**config.mk**
```make
export PLATFORM = sky130hd
export DESIGN_NAME = distance_vector_route_table_unit
export DESIGN_NICKNAME = d
export VERILOG_FILES = /design/src/hw/rtl/dvrt_pkg.sv /design/src/hw/rtl/dvrt_front.sv /design/src/hw/rtl/dvrt_cmd_fifo.sv /design/src/hw/rtl/dvrt_back.sv /design/src/hw/rtl/distance_vector_route_table_unit.sv
export SDC_FILE = /design/constraint.sdc
export NUM_CORES = 1
export LEC_CHECK = 0
export ABC_AREA = 1
export ABC_CLOCK_PERIOD_IN_PS = 4100
export BUFFER_PORTS_ARGS = -buffer_cell sky130_fd_sc_hd__buf_4
export CORE_ASPECT_RATIO = 0.8
export CORE_MARGIN = 1.5
export CORE_UTILIZATION = 63
export CTS_CLUSTER_SIZE = 12
export DETAILED_ROUTE_END_ITERATION = 7
export PLACE_DENSITY = 0.81
export SLEW_MARGIN = 20
export SYNTH_ARGS = -nofsm -noshare
export SYNTH_HDL_FRONTEND = slang
export SYNTH_SLANG_ARGS = --single-unit
```
**constraint.sdc**
```tcl
create_clock -name clk_i -period 4.1 [get_ports clk_i]
set_clock_uncertainty 0.2 [all_clocks]
set_input_delay 0.615 -clock clk_i [delete_from_list [all_inputs] [get_ports clk_i]]
set_output_delay 0.615 -clock clk_i [all_outputs]
set_load 0.05 [all_outputs]
```
**src/hw/rtl/dvrt_pkg.sv**
```systemverilog
// Shared types, codes and constants of the distance-vector route table.
package dvrt_pkg;

  localparam int unsigned NodesDefault = 16;
  localparam int unsigned CmdDepth     = 2;
  localparam logic [7:0]  NoNode       = 8'hFF;

  typedef enum logic [1:0] {
    REG_MY_NODE      = 2'd0,
    REG_EXPIRE_LIMIT = 2'd1,
    REG_COST_INF     = 2'd2
  } dvrt_reg_e;

  typedef enum logic [2:0] {
    ACT_HEARD  = 3'd0,
    ACT_ADV    = 3'd1,
    ACT_AGE    = 3'd2,
    ACT_LOOKUP = 3'd3,
    ACT_DUMP   = 3'd4
  } dvrt_action_e;

  typedef enum logic [1:0] {
    ST_OK       = 2'd0,
    ST_LOCAL    = 2'd1,
    ST_NO_ROUTE = 2'd2,
    ST_REJECT   = 2'd3
  } dvrt_status_e;

  typedef enum logic [2:0] {
    OP_REPLY  = 3'd0,
    OP_HEARD  = 3'd1,
    OP_ADV    = 3'd2,
    OP_AGE    = 3'd3,
    OP_LOOKUP = 3'd4,
    OP_DUMP   = 3'd5
  } dvrt_op_e;

  typedef enum logic [3:0] {
    S_IDLE      = 4'd0,
    S_EXEC      = 4'd1,
    S_AGE_RD    = 4'd2,
    S_AGE_EX    = 4'd3,
    S_AGE_OUT   = 4'd4,
    S_DUMP_SELF = 4'd5,
    S_DUMP_RD   = 4'd6,
    S_DUMP_EX   = 4'd7
  } dvrt_state_e;

  typedef struct packed {
    logic [7:0] my_node;
    logic [7:0] expire_limit;
    logic [7:0] cost_inf;
  } dvrt_cfg_t;

  // Work handed from the classifier to the table engine.
  typedef struct packed {
    dvrt_op_e     op;
    logic [7:0]   node;    // table entry to touch
    logic [7:0]   hop;     // next hop to install, or reply next hop
    logic [7:0]   cost;    // cost to install, or reply cost
    dvrt_status_e status;  // reply status
  } dvrt_cmd_t;

  typedef struct packed {
    logic [7:0] hop;
    logic [7:0] cost;
    logic [7:0] age;
  } dvrt_route_t;

  typedef struct packed {
    dvrt_status_e status;
    logic [7:0]   fwd_hop;
    logic [7:0]   route_node;
    logic [7:0]   route_cost;
    logic         learned;
    logic [4:0]   expired_count;
    logic         last;
  } dvrt_res_t;

endpackage

```
**src/hw/rtl/dvrt_front.sv**
```systemverilog
// Input stage: accepts items and classifies them into table commands.
module dvrt_front #(
  parameter int unsigned NODES = dvrt_pkg::NodesDefault
) (
  input  logic                s_valid_i,
  output logic                s_ready_o,
  input  logic [2:0]          action_i,
  input  logic [7:0]          sender_i,
  input  logic [7:0]          dest_i,
  input  logic [7:0]          adv_cost_i,
  input  logic                neighbor_alive_i,
  input  dvrt_pkg::dvrt_cfg_t cfg_i,
  input  logic                full_i,
  output logic                push_o,
  output dvrt_pkg::dvrt_cmd_t cmd_o
);

  localparam logic [7:0] NodeLimit = 8'(NODES);

  logic       src_bad;
  logic       dst_bad;
  logic [7:0] relaxed_cost;

  assign s_ready_o = !full_i;
  assign push_o    = s_valid_i && !full_i;

  assign src_bad  = (sender_i >= NodeLimit) || (sender_i == cfg_i.my_node);
  assign dst_bad  = (dest_i >= NodeLimit);
  // An advertised cost that wraps past 255 becomes unreachable.
  assign relaxed_cost = (adv_cost_i == 8'hFF) ? cfg_i.cost_inf : adv_cost_i + 8'd1;

  always_comb begin
    cmd_o        = '0;
    cmd_o.op     = dvrt_pkg::OP_REPLY;
    cmd_o.status = dvrt_pkg::ST_REJECT;
    case (action_i)
      dvrt_pkg::ACT_HEARD: begin
        if (!src_bad) begin
          cmd_o.op   = dvrt_pkg::OP_HEARD;
          cmd_o.node = sender_i;
        end
      end
      dvrt_pkg::ACT_ADV: begin
        if (!src_bad) begin
          if (dst_bad || dest_i == cfg_i.my_node || dest_i == sender_i ||
              adv_cost_i == cfg_i.cost_inf) begin
            cmd_o.status = dvrt_pkg::ST_OK;
          end else begin
            cmd_o.op   = dvrt_pkg::OP_ADV;
            cmd_o.node = dest_i;
            cmd_o.hop  = sender_i;
            cmd_o.cost = relaxed_cost;
          end
        end
      end
      dvrt_pkg::ACT_AGE: begin
        cmd_o.op = dvrt_pkg::OP_AGE;
      end
      dvrt_pkg::ACT_LOOKUP: begin
        if (dst_bad || cfg_i.my_node == dvrt_pkg::NoNode) begin
          cmd_o.hop = dvrt_pkg::NoNode;
        end else if (dest_i == cfg_i.my_node) begin
          cmd_o.status = dvrt_pkg::ST_LOCAL;
          cmd_o.hop    = cfg_i.my_node;
        end else if (neighbor_alive_i) begin
          cmd_o.status = dvrt_pkg::ST_OK;
          cmd_o.hop    = dest_i;
          cmd_o.cost   = 8'd1;
        end else begin
          cmd_o.op   = dvrt_pkg::OP_LOOKUP;
          cmd_o.node = dest_i;
        end
      end
      dvrt_pkg::ACT_DUMP: begin
        if (cfg_i.my_node != dvrt_pkg::NoNode) begin
          cmd_o.op = dvrt_pkg::OP_DUMP;
        end
      end
      default: begin
        cmd_o.op     = dvrt_pkg::OP_REPLY;
        cmd_o.status = dvrt_pkg::ST_REJECT;
      end
    endcase
  end

endmodule

```
**src/hw/rtl/dvrt_cmd_fifo.sv**
```systemverilog
// Short command queue between the classifier and the table engine.
module dvrt_cmd_fifo (
  input  logic                clk_i,
  input  logic                rst_ni,
  input  logic                push_i,
  input  dvrt_pkg::dvrt_cmd_t cmd_i,
  output logic                full_o,
  input  logic                pop_i,
  output logic                empty_o,
  output dvrt_pkg::dvrt_cmd_t cmd_o
);

  localparam int unsigned PtrW = (dvrt_pkg::CmdDepth > 1) ? $clog2(dvrt_pkg::CmdDepth) : 1;
  localparam int unsigned CntW = $clog2(dvrt_pkg::CmdDepth + 1);
  localparam logic [PtrW-1:0] PtrLast = PtrW'(dvrt_pkg::CmdDepth - 1);
  localparam logic [CntW-1:0] CntFull = CntW'(dvrt_pkg::CmdDepth);

  dvrt_pkg::dvrt_cmd_t slot_q [dvrt_pkg::CmdDepth];
  logic [PtrW-1:0] wr_ptr_q, wr_ptr_d;
  logic [PtrW-1:0] rd_ptr_q, rd_ptr_d;
  logic [CntW-1:0] count_q, count_d;
  logic            do_push;
  logic            do_pop;

  assign full_o  = (count_q == CntFull);
  assign empty_o = (count_q == '0);
  assign do_push = push_i && !full_o;
  assign do_pop  = pop_i && !empty_o;
  assign cmd_o   = slot_q[rd_ptr_q];

  always_comb begin
    wr_ptr_d = wr_ptr_q;
    rd_ptr_d = rd_ptr_q;
    count_d  = count_q;
    if (do_push) begin
      wr_ptr_d = (wr_ptr_q == PtrLast) ? '0 : PtrW'(wr_ptr_q + PtrW'(1));
    end
    if (do_pop) begin
      rd_ptr_d = (rd_ptr_q == PtrLast) ? '0 : PtrW'(rd_ptr_q + PtrW'(1));
    end
    if (do_push && !do_pop) begin
      count_d = CntW'(count_q + CntW'(1));
    end else if (do_pop && !do_push) begin
      count_d = CntW'(count_q - CntW'(1));
    end
  end

  always_ff @(posedge clk_i or negedge rst_ni) begin
    if (!rst_ni) begin
      wr_ptr_q <= '0;
      rd_ptr_q <= '0;
      count_q  <= '0;
    end else begin
      wr_ptr_q <= wr_ptr_d;
      rd_ptr_q <= rd_ptr_d;
      count_q  <= count_d;
    end
  end

  always_ff @(posedge clk_i) begin
    if (do_push) begin
      slot_q[wr_ptr_q] <= cmd_i;
    end
  end

endmodule

```
**src/hw/rtl/dvrt_back.sv**
```systemverilog
// Table engine: route memory, entry walker and result register.
module dvrt_back #(
  parameter int unsigned NODES = dvrt_pkg::NodesDefault
) (
  input  logic                clk_i,
  input  logic                rst_ni,
  input  dvrt_pkg::dvrt_cfg_t cfg_i,
  input  logic                empty_i,
  input  dvrt_pkg::dvrt_cmd_t cmd_i,
  output logic                pop_o,
  output logic                res_valid_o,
  input  logic                res_ready_i,
  output dvrt_pkg::dvrt_res_t res_o
);

  localparam int unsigned IdxW = $clog2(NODES);
  localparam int unsigned ExpW = $clog2(NODES + 1);
  localparam logic [IdxW-1:0] IdxLast = IdxW'(NODES - 1);
  localparam logic [IdxW-1:0] DumpLast = IdxW'(NODES - 2);

  dvrt_pkg::dvrt_state_e state_q, state_d;
  dvrt_pkg::dvrt_cmd_t   cmd_q, cmd_d;
  logic [IdxW-1:0]       idx_q, idx_d;
  logic [IdxW-1:0]       cnt_q, cnt_d;
  logic [ExpW-1:0]       exp_q, exp_d;
  logic [NODES-1:0]      valid_q, valid_d;

  dvrt_pkg::dvrt_route_t route_mem_q [NODES];
  dvrt_pkg::dvrt_route_t rdata_q;
  logic                  rd_en;
  logic [IdxW-1:0]       rd_addr;
  logic                  wr_en;
  logic [IdxW-1:0]       wr_addr;
  dvrt_pkg::dvrt_route_t wr_data;

  dvrt_pkg::dvrt_res_t   res_q, res_d;
  logic                  res_valid_q;
  logic                  emit;
  logic                  out_free;

  logic [IdxW-1:0]       ent;
  logic [7:0]            age_next;
  logic [NODES-1:0]      valid_up;
  logic                  more_valid;
  logic                  dump_last;

  assign out_free    = !res_valid_q || res_ready_i;
  assign res_valid_o = res_valid_q;
  assign res_o       = res_q;

  assign ent        = cmd_q.node[IdxW-1:0];
  assign age_next   = (rdata_q.age == 8'hFF) ? 8'hFF : rdata_q.age + 8'd1;
  assign valid_up   = valid_q >> idx_q;
  assign more_valid = |valid_up[NODES-1:1];
  assign dump_last  = !more_valid || (cnt_q == DumpLast);

  always_comb begin
    state_d = state_q;
    cmd_d   = cmd_q;
    idx_d   = idx_q;
    cnt_d   = cnt_q;
    exp_d   = exp_q;
    valid_d = valid_q;
    pop_o   = 1'b0;
    rd_en   = 1'b0;
    rd_addr = idx_q;
    wr_en   = 1'b0;
    wr_addr = idx_q;
    wr_data = rdata_q;
    emit    = 1'b0;
    res_d   = '0;
    res_d.status = dvrt_pkg::ST_OK;

    case (state_q)
      dvrt_pkg::S_IDLE: begin
        if (!empty_i) begin
          case (cmd_i.op)
            dvrt_pkg::OP_REPLY: begin
              if (out_free) begin
                pop_o            = 1'b1;
                emit             = 1'b1;
                res_d.status     = cmd_i.status;
                res_d.fwd_hop    = cmd_i.hop;
                res_d.route_cost = cmd_i.cost;
                res_d.last       = 1'b1;
              end
            end
            dvrt_pkg::OP_HEARD, dvrt_pkg::OP_ADV, dvrt_pkg::OP_LOOKUP: begin
              pop_o   = 1'b1;
              cmd_d   = cmd_i;
              rd_en   = 1'b1;
              rd_addr = cmd_i.node[IdxW-1:0];
              state_d = dvrt_pkg::S_EXEC;
            end
            dvrt_pkg::OP_AGE: begin
              pop_o   = 1'b1;
              idx_d   = '0;
              exp_d   = '0;
              state_d = dvrt_pkg::S_AGE_RD;
            end
            dvrt_pkg::OP_DUMP: begin
              pop_o   = 1'b1;
              state_d = dvrt_pkg::S_DUMP_SELF;
            end
            default: begin
              pop_o = 1'b1;
            end
          endcase
        end
      end

      dvrt_pkg::S_EXEC: begin
        if (out_free) begin
          emit       = 1'b1;
          res_d.last = 1'b1;
          state_d    = dvrt_pkg::S_IDLE;
          wr_addr    = ent;
          case (cmd_q.op)
            dvrt_pkg::OP_HEARD: begin
              wr_en = 1'b1;
              if (!valid_q[ent] || rdata_q.cost > 8'd1) begin
                wr_data      = '{hop: cmd_q.node, cost: 8'd1, age: 8'd0};
                valid_d[ent] = 1'b1;
              end else begin
                wr_data.age = 8'd0;
              end
            end
            dvrt_pkg::OP_ADV: begin
              wr_en = 1'b1;
              if (!valid_q[ent] || rdata_q.cost > cmd_q.cost) begin
                wr_data       = '{hop: cmd_q.hop, cost: cmd_q.cost, age: 8'd0};
                valid_d[ent]  = 1'b1;
                res_d.learned = 1'b1;
              end else begin
                wr_data.age = 8'd0;
              end
            end
            dvrt_pkg::OP_LOOKUP: begin
              if (valid_q[ent]) begin
                res_d.fwd_hop    = rdata_q.hop;
                res_d.route_cost = rdata_q.cost;
              end else begin
                res_d.status     = dvrt_pkg::ST_NO_ROUTE;
                res_d.fwd_hop    = dvrt_pkg::NoNode;
                res_d.route_cost = cfg_i.cost_inf;
              end
            end
            default: begin
              wr_en = 1'b0;
            end
          endcase
        end
      end

      dvrt_pkg::S_AGE_RD: begin
        if (valid_q[idx_q]) begin
          rd_en   = 1'b1;
          state_d = dvrt_pkg::S_AGE_EX;
        end else if (idx_q == IdxLast) begin
          state_d = dvrt_pkg::S_AGE_OUT;
        end else begin
          idx_d = IdxW'(idx_q + IdxW'(1));
        end
      end

      dvrt_pkg::S_AGE_EX: begin
        wr_en       = 1'b1;
        wr_data.age = age_next;
        // Expiry drops the valid bit; the incremented age is still written back.
        if (age_next > cfg_i.expire_limit) begin
          valid_d[idx_q] = 1'b0;
          exp_d          = ExpW'(exp_q + ExpW'(1));
        end
        if (idx_q == IdxLast) begin
          state_d = dvrt_pkg::S_AGE_OUT;
        end else begin
          idx_d   = IdxW'(idx_q + IdxW'(1));
          state_d = dvrt_pkg::S_AGE_RD;
        end
      end

      dvrt_pkg::S_AGE_OUT: begin
        if (out_free) begin
          emit                = 1'b1;
          res_d.expired_count = 5'(exp_q);
          res_d.last          = 1'b1;
          state_d             = dvrt_pkg::S_IDLE;
        end
      end

      dvrt_pkg::S_DUMP_SELF: begin
        if (out_free) begin
          emit             = 1'b1;
          res_d.route_node = cfg_i.my_node;
          res_d.last       = ~|valid_q;
          idx_d            = '0;
          cnt_d            = '0;
          state_d          = (~|valid_q) ? dvrt_pkg::S_IDLE : dvrt_pkg::S_DUMP_RD;
        end
      end

      dvrt_pkg::S_DUMP_RD: begin
        if (valid_q[idx_q]) begin
          rd_en   = 1'b1;
          state_d = dvrt_pkg::S_DUMP_EX;
        end else if (idx_q == IdxLast) begin
          state_d = dvrt_pkg::S_IDLE;
        end else begin
          idx_d = IdxW'(idx_q + IdxW'(1));
        end
      end

      dvrt_pkg::S_DUMP_EX: begin
        if (out_free) begin
          emit             = 1'b1;
          res_d.route_node = 8'(idx_q);
          res_d.route_cost = rdata_q.cost;
          res_d.last       = dump_last;
          if (dump_last) begin
            state_d = dvrt_pkg::S_IDLE;
          end else begin
            idx_d   = IdxW'(idx_q + IdxW'(1));
            cnt_d   = IdxW'(cnt_q + IdxW'(1));
            state_d = dvrt_pkg::S_DUMP_RD;
          end
        end
      end

      default: begin
        state_d = dvrt_pkg::S_IDLE;
      end
    endcase
  end

  always_ff @(posedge clk_i or negedge rst_ni) begin
    if (!rst_ni) begin
      state_q     <= dvrt_pkg::S_IDLE;
      valid_q     <= '0;
      res_valid_q <= 1'b0;
      idx_q       <= '0;
      cnt_q       <= '0;
      exp_q       <= '0;
    end else begin
      state_q <= state_d;
      valid_q <= valid_d;
      idx_q   <= idx_d;
      cnt_q   <= cnt_d;
      exp_q   <= exp_d;
      if (emit) begin
        res_valid_q <= 1'b1;
      end else if (res_ready_i) begin
        res_valid_q <= 1'b0;
      end
    end
  end

  always_ff @(posedge clk_i) begin
    cmd_q <= cmd_d;
    if (emit) begin
      res_q <= res_d;
    end
  end

  always_ff @(posedge clk_i) begin
    if (wr_en) begin
      route_mem_q[wr_addr] <= wr_data;
    end
    if (rd_en) begin
      rdata_q <= route_mem_q[rd_addr];
    end
  end

endmodule

```
**src/hw/rtl/distance_vector_route_table_unit.sv**
```systemverilog
// Top level of the distance-vector route table unit.
//
// This block keeps one route per destination node (valid, next hop, cost,
// age) and serves five item kinds arriving on the slave stream: neighbor
// heard, advertised entry (Bellman-Ford relaxation at the advertised cost
// plus one), age tick, lookup and table dump. The action code rides in
// s_axis_tuser; each result carries its status in m_axis_tuser and tlast
// marks the final result of an item. A classifier checks node ranges and
// configuration at the input and queues a command into a two-entry queue;
// the table engine behind it owns the route memory, whose single read port
// with registered data sets the pace. Items answered by the classifier alone
// (rejects, skipped advertisements, local or directly alive lookups) are
// replied to by the engine without a table read. Neighbor heard, advertised
// entry and a table lookup first read the entry, then update it and present
// the result. An age tick walks every entry, reading and writing back each
// valid one and passing over invalid ones, and then reports the expired
// count. A dump first presents the self entry, then walks the entries up to
// the last route it lists, reading each valid entry and passing over invalid
// ones, with one result transfer per listed route; with an empty table it
// ends after the self entry. The result register lets the next item be
// accepted and queued while a result waits. Configuration writes on the cfg
// channel are always taken and should be issued only while the unit is idle.
module distance_vector_route_table_unit #(
  parameter int unsigned NODES = dvrt_pkg::NodesDefault
) (
  input  logic        clk_i,
  input  logic        rst_ni,

  input  logic        s_axis_tvalid,
  output logic        s_axis_tready,
  // sender [7:0], dest [15:8], adv_cost [23:16], neighbor_alive [24]
  input  logic [31:0] s_axis_tdata,
  // action [2:0]
  input  logic [2:0]  s_axis_tuser,

  output logic        m_axis_tvalid,
  input  logic        m_axis_tready,
  // fwd_hop [7:0], route_node [15:8], route_cost [23:16], learned [24],
  // expired_count [29:25]
  output logic [31:0] m_axis_tdata,
  // status [1:0]
  output logic [1:0]  m_axis_tuser,
  output logic        m_axis_tlast,

  input  logic        cfg_valid_i,
  output logic        cfg_ready_o,
  input  logic [1:0]  cfg_addr_i,
  input  logic [7:0]  cfg_data_i
);

  dvrt_pkg::dvrt_cfg_t cfg_q, cfg_d;
  dvrt_pkg::dvrt_cmd_t push_cmd;
  dvrt_pkg::dvrt_cmd_t head_cmd;
  dvrt_pkg::dvrt_res_t res;
  logic                cmd_push;
  logic                cmd_full;
  logic                cmd_pop;
  logic                cmd_empty;

  // Configuration registers; writes to unused indexes are dropped.
  assign cfg_ready_o = 1'b1;

  always_comb begin
    cfg_d = cfg_q;
    if (cfg_valid_i) begin
      case (cfg_addr_i)
        dvrt_pkg::REG_MY_NODE:      cfg_d.my_node      = cfg_data_i;
        dvrt_pkg::REG_EXPIRE_LIMIT: cfg_d.expire_limit = cfg_data_i;
        dvrt_pkg::REG_COST_INF:     cfg_d.cost_inf     = cfg_data_i;
        default:                    cfg_d              = cfg_q;
      endcase
    end
  end

  always_ff @(posedge clk_i or negedge rst_ni) begin
    if (!rst_ni) begin
      cfg_q.my_node      <= 8'd255;
      cfg_q.expire_limit <= 8'd5;
      cfg_q.cost_inf     <= 8'd255;
    end else begin
      cfg_q <= cfg_d;
    end
  end

  dvrt_front #(
    .NODES(NODES)
  ) u_front (
    .s_valid_i        (s_axis_tvalid),
    .s_ready_o        (s_axis_tready),
    .action_i         (s_axis_tuser),
    .sender_i         (s_axis_tdata[7:0]),
    .dest_i           (s_axis_tdata[15:8]),
    .adv_cost_i       (s_axis_tdata[23:16]),
    .neighbor_alive_i (s_axis_tdata[24]),
    .cfg_i            (cfg_q),
    .full_i           (cmd_full),
    .push_o           (cmd_push),
    .cmd_o            (push_cmd)
  );

  dvrt_cmd_fifo u_cmd_fifo (
    .clk_i   (clk_i),
    .rst_ni  (rst_ni),
    .push_i  (cmd_push),
    .cmd_i   (push_cmd),
    .full_o  (cmd_full),
    .pop_i   (cmd_pop),
    .empty_o (cmd_empty),
    .cmd_o   (head_cmd)
  );

  dvrt_back #(
    .NODES(NODES)
  ) u_back (
    .clk_i       (clk_i),
    .rst_ni      (rst_ni),
    .cfg_i       (cfg_q),
    .empty_i     (cmd_empty),
    .cmd_i       (head_cmd),
    .pop_o       (cmd_pop),
    .res_valid_o (m_axis_tvalid),
    .res_ready_i (m_axis_tready),
    .res_o       (res)
  );

  assign m_axis_tdata = {2'b00, res.expired_count, res.learned, res.route_cost,
                         res.route_node, res.fwd_hop};
  assign m_axis_tuser = res.status;
  assign m_axis_tlast = res.last;

  // A newly learned route is reported only in a single, successful result.
  a_learned_single: assert property (@(posedge clk_i) disable iff (!rst_ni)
    m_axis_tvalid && res.learned |-> m_axis_tlast && res.status == dvrt_pkg::ST_OK)
    else $error("learned flag on a non-final or failed result");

  // A missing route reports no next hop and the configured infinite cost.
  a_no_route_cost: assert property (@(posedge clk_i) disable iff (!rst_ni)
    m_axis_tvalid && res.status == dvrt_pkg::ST_NO_ROUTE |->
      res.fwd_hop == dvrt_pkg::NoNode && res.route_cost == cfg_q.cost_inf)
    else $error("no-route result with wrong next hop or cost");

  // Only dump entries come in runs; they carry no hop, flag or count.
  a_run_is_dump: assert property (@(posedge clk_i) disable iff (!rst_ni)
    m_axis_tvalid && !m_axis_tlast |->
      res.status == dvrt_pkg::ST_OK && res.fwd_hop == 8'd0 &&
      !res.learned && res.expired_count == 5'd0)
    else $error("non-final result that is not a dump entry");

endmodule
```
==> qor.csv <==
metric;value;unit
wl_per_cell;18.4;um
synth_most_common_cell;nand2_1;
hold_class;in -> reg;
drt.antenna.violating_nets;0;
synth.distinct_cells;48;
period_share;88.7;%
insertion_delay;0.63;ns
place_ws;0.618;ns
h-tree-depth;2;
swShare;43.3;%
portBuffers;77;
ys.flop_type;edfxtp_1;
synth_top_family_by_area;simple AND/OR/NAND/NOR gates;
cts_buffer_depth;3;
p_total;26.1;mW
gp_congestion;0.954;
fin_crit;3.64;ns
drc_errors;0;
synth.area.mux_share;0.0356;%
grtUsageTotal;30.5;%
slew_viol_final;0;
clk_pin_slew;0.07;ns
setup_viol;0;
yosys_register_bits;587;
slew_headroom;25.6;%
worst_ep_arrival_time;3.99;ns
post_cts_buffers;0;
cts_tree;done;
fin_setup_tns;0;ns
p_int;14.8;mW
seqPwrFrac;36.1;%
synth_xor_area_share;0.778;%
start_util;63.6;%
cts.sinks;587;
worst_slack;0.462;ns
yosysTopAreaCellShare;56.1;%
grt_antenna_before_repair;0;
synth_warnings;0;
synth_area;28100;sq um
grt_pass1_vias;20184;
grt_most_used_layer;met2;
cp_common_cell;nand2_1;
design.core.area;44200;sq um
synth-edff-count;526;
grt_max_degree;97;
hold_viol;0;
avgSynthCellArea;9.32;sq um
met1_usage;43.6;%
vias_per_cell;5.71;
dieArea;45900;sq um
drt_iter0_drc;2381;
p_comb_share;45.0;%
use_met3;4.90;%
rows;69;
start_kind;flop;
synth_top_area_cell;edfxtp_1;
leakagePower;13.7;nW
grt_overflow;0;
wirelength;69100;um
cp_max_fo;16;
vias;21435;
path_buf_inv;3;
yosys-top-cells-count;nand2_1 (891), edfxtp_1 (526), inv_1 (514);
ir_drop;0.570;mV
die_h;192;um
layout.nets;3199;
drive_gt1_share;9.10;%
p_sw;11.3;mW
numCtsBuffers;57;
dr.pass1.iters;6;
fp.dieW;239;um
grt_pass1_wl;108000;um
crit_chain;ha_1 -> nand2_1 -> nor2_1 -> inv_1 -> nor2_1 -> inv_1 -> nor3_1 -> inv_1 -> o21ai_0 -> ha_1 -> nand2_1 -> o21a_1 -> o21bai_1 -> o211ai_1 -> nand2_1 -> nand3_1 -> nor2_2 -> nand2_1 -> nand2_1;
synthAdderAreaFrac;1.16;%
path_delay_family;simple AND/OR/NAND/NOR gates;
async_flop_share;10.4;%
area_growth;11.4;%
fillers;3163;
io_pins;88;
criticalPathCategory;reg -> reg;
crit_slowest_cell;nor2_2;
critPathCaptureType;flop;
status;finished clean;
synth_cells;3019;
timing.fmax;275;MHz
p_per_area;832;nW/um^2
synthTopCellsByArea;edfxtp_1 (56%), nand2_1 (12%), nand3_1 (7.4%), inv_1 (6.9%), dfrtp_1 (3.8%);
slowest_delay;0.55;ns
synth_simple_gate_area_share;22.7;%
tightest_slew;1.12;ns
dpl.hpwl;45900;um
critical_path_required;4.45;ns
synth-compound-area-share;4.51;%
maxCapViolCount;0;
use_met2;47.8;%
rsz0062_at_grt;no;
ys_seq_area_share;61.6;%
antenna_cells;0;
ctsHoldBuffers;1;
cts-root-buf;clkbuf_16;
cts_resized;0;
pwr-share-clk;18.9;%
power groups by stage:
stage | Combinational [mW] | Sequential, mW | Clock (mW)
2_1_floorplan | 7.27 | 9.96 | 0
6_report | 11.7 | 9.42 | 4.93
3_3_place_gp | 11.1 | 9.48 | 0
3_5_place_dp | 11.5 | 9.51 | 0
5_1_grt | 12.9 | 9.50 | 5.19
4_1_cts | 11.6 | 9.40 | 4.97
kinds of logic after synthesis:
family / Yosys count
and+or+nand+nor: 1513
buffers and inverters: 639
DFF: 587
AOI/OAI and AO/OA: 226
adders and majority gates: 26
xor gates and xnor gates: 25
other: 2
muxes: 1
cell type report:
| type | count | area, sq um | share of cell area, % |
|---|---|---|---|
| Multi-Input combinational cell | 1802 | 8340 | 26.6 |
| Clock buffer | 80 | 1560 | 4.99 |
| Inverter | 522 | 1960 | 6.25 |
| Tap cell | 603 | 754 | 2.41 |
| Timing Repair Buffer | 153 | 1240 | 3.95 |
| Sequential cell | 587 | 17300 | 55.4 |
| Clock inverter | 9 | 136 | 0.435 |
worst paths after layout:
check | startpoint | to | cells past startpoint | slack [ns]
max | u_back.rdata_q[1] | u_back.valid_q[15] | 19 | 0.46
min | cfg_data_i[1] | cfg_q[17] | 3 | 0.11
max reg2reg | u_back.rdata_q[1] | u_back.valid_q[15] | 19 | 0.46
min reg2reg | cfg_q[10] | cfg_q[10] | 2 | 0.31
max in group asynchronous | rst_ni | u_back.valid_q[4] | 2 | 2.70
min in group asynchronous | rst_ni | u_back.idx_q[3] | 2 | 0.45
tightest hold or removal path: stages:
cell and delay [ns]:
buf_4 0.11, inv_1 0.09, o21ai_0 0.09
per-layer routing:
metal  share of wire, %  up-vias
li1                   -    10033
met1                 41    10154
met2                 46     1100
met3                9.5      148
met4                2.7        0
met5                  0        -
cell usage in the layout (no fill, tap or decap), drive strengths merged, types with 6 or more instances in the layout:
cell type	instances
inv	523
xnor2	13
clkinv	6
nor2	135
nand3	419
or2	8
o22ai	6
ha	26
dfrtp	43
o21ai	143
nand2	894
nor4	8
o221ai	6
o211ai	7
edfxtp	526
nand4	28
dfstp	18
buf	152
xor2	12
a22oi	13
nor3	18
clkbuf	80
a21oi	34
conb	11
through the flow:
step	hold WS [ns]	cells	instance area [sq um]	util, %
2_1_floorplan	0.119	3028	28200	-
6_report	0.107	3756	31300	70.9
5_1_grt	0.120	3756	31300	70.9
4_1_cts	0.0971	3756	31300	70.9
3_3_place_gp	0.276	3666	29600	67.0
3_5_place_dp	0.293	3666	29600	67.0
registers in the layout, indices dropped and copies added (netlist names), 2 cells and up:
name,count
u_back.idx_q,4
u_back.res_o,33
u_back.exp_q,5
u_back.cmd_q,27
cfg_q,24
u_back.state_q,3
u_cmd_fifo.slot_q,58
u_back.route_mem_q,384
u_back.cnt_q,4
u_back.valid_q,16
u_back.rdata_q,24
u_cmd_fifo.count_q,2
Power figures use the tool's default switching activity.
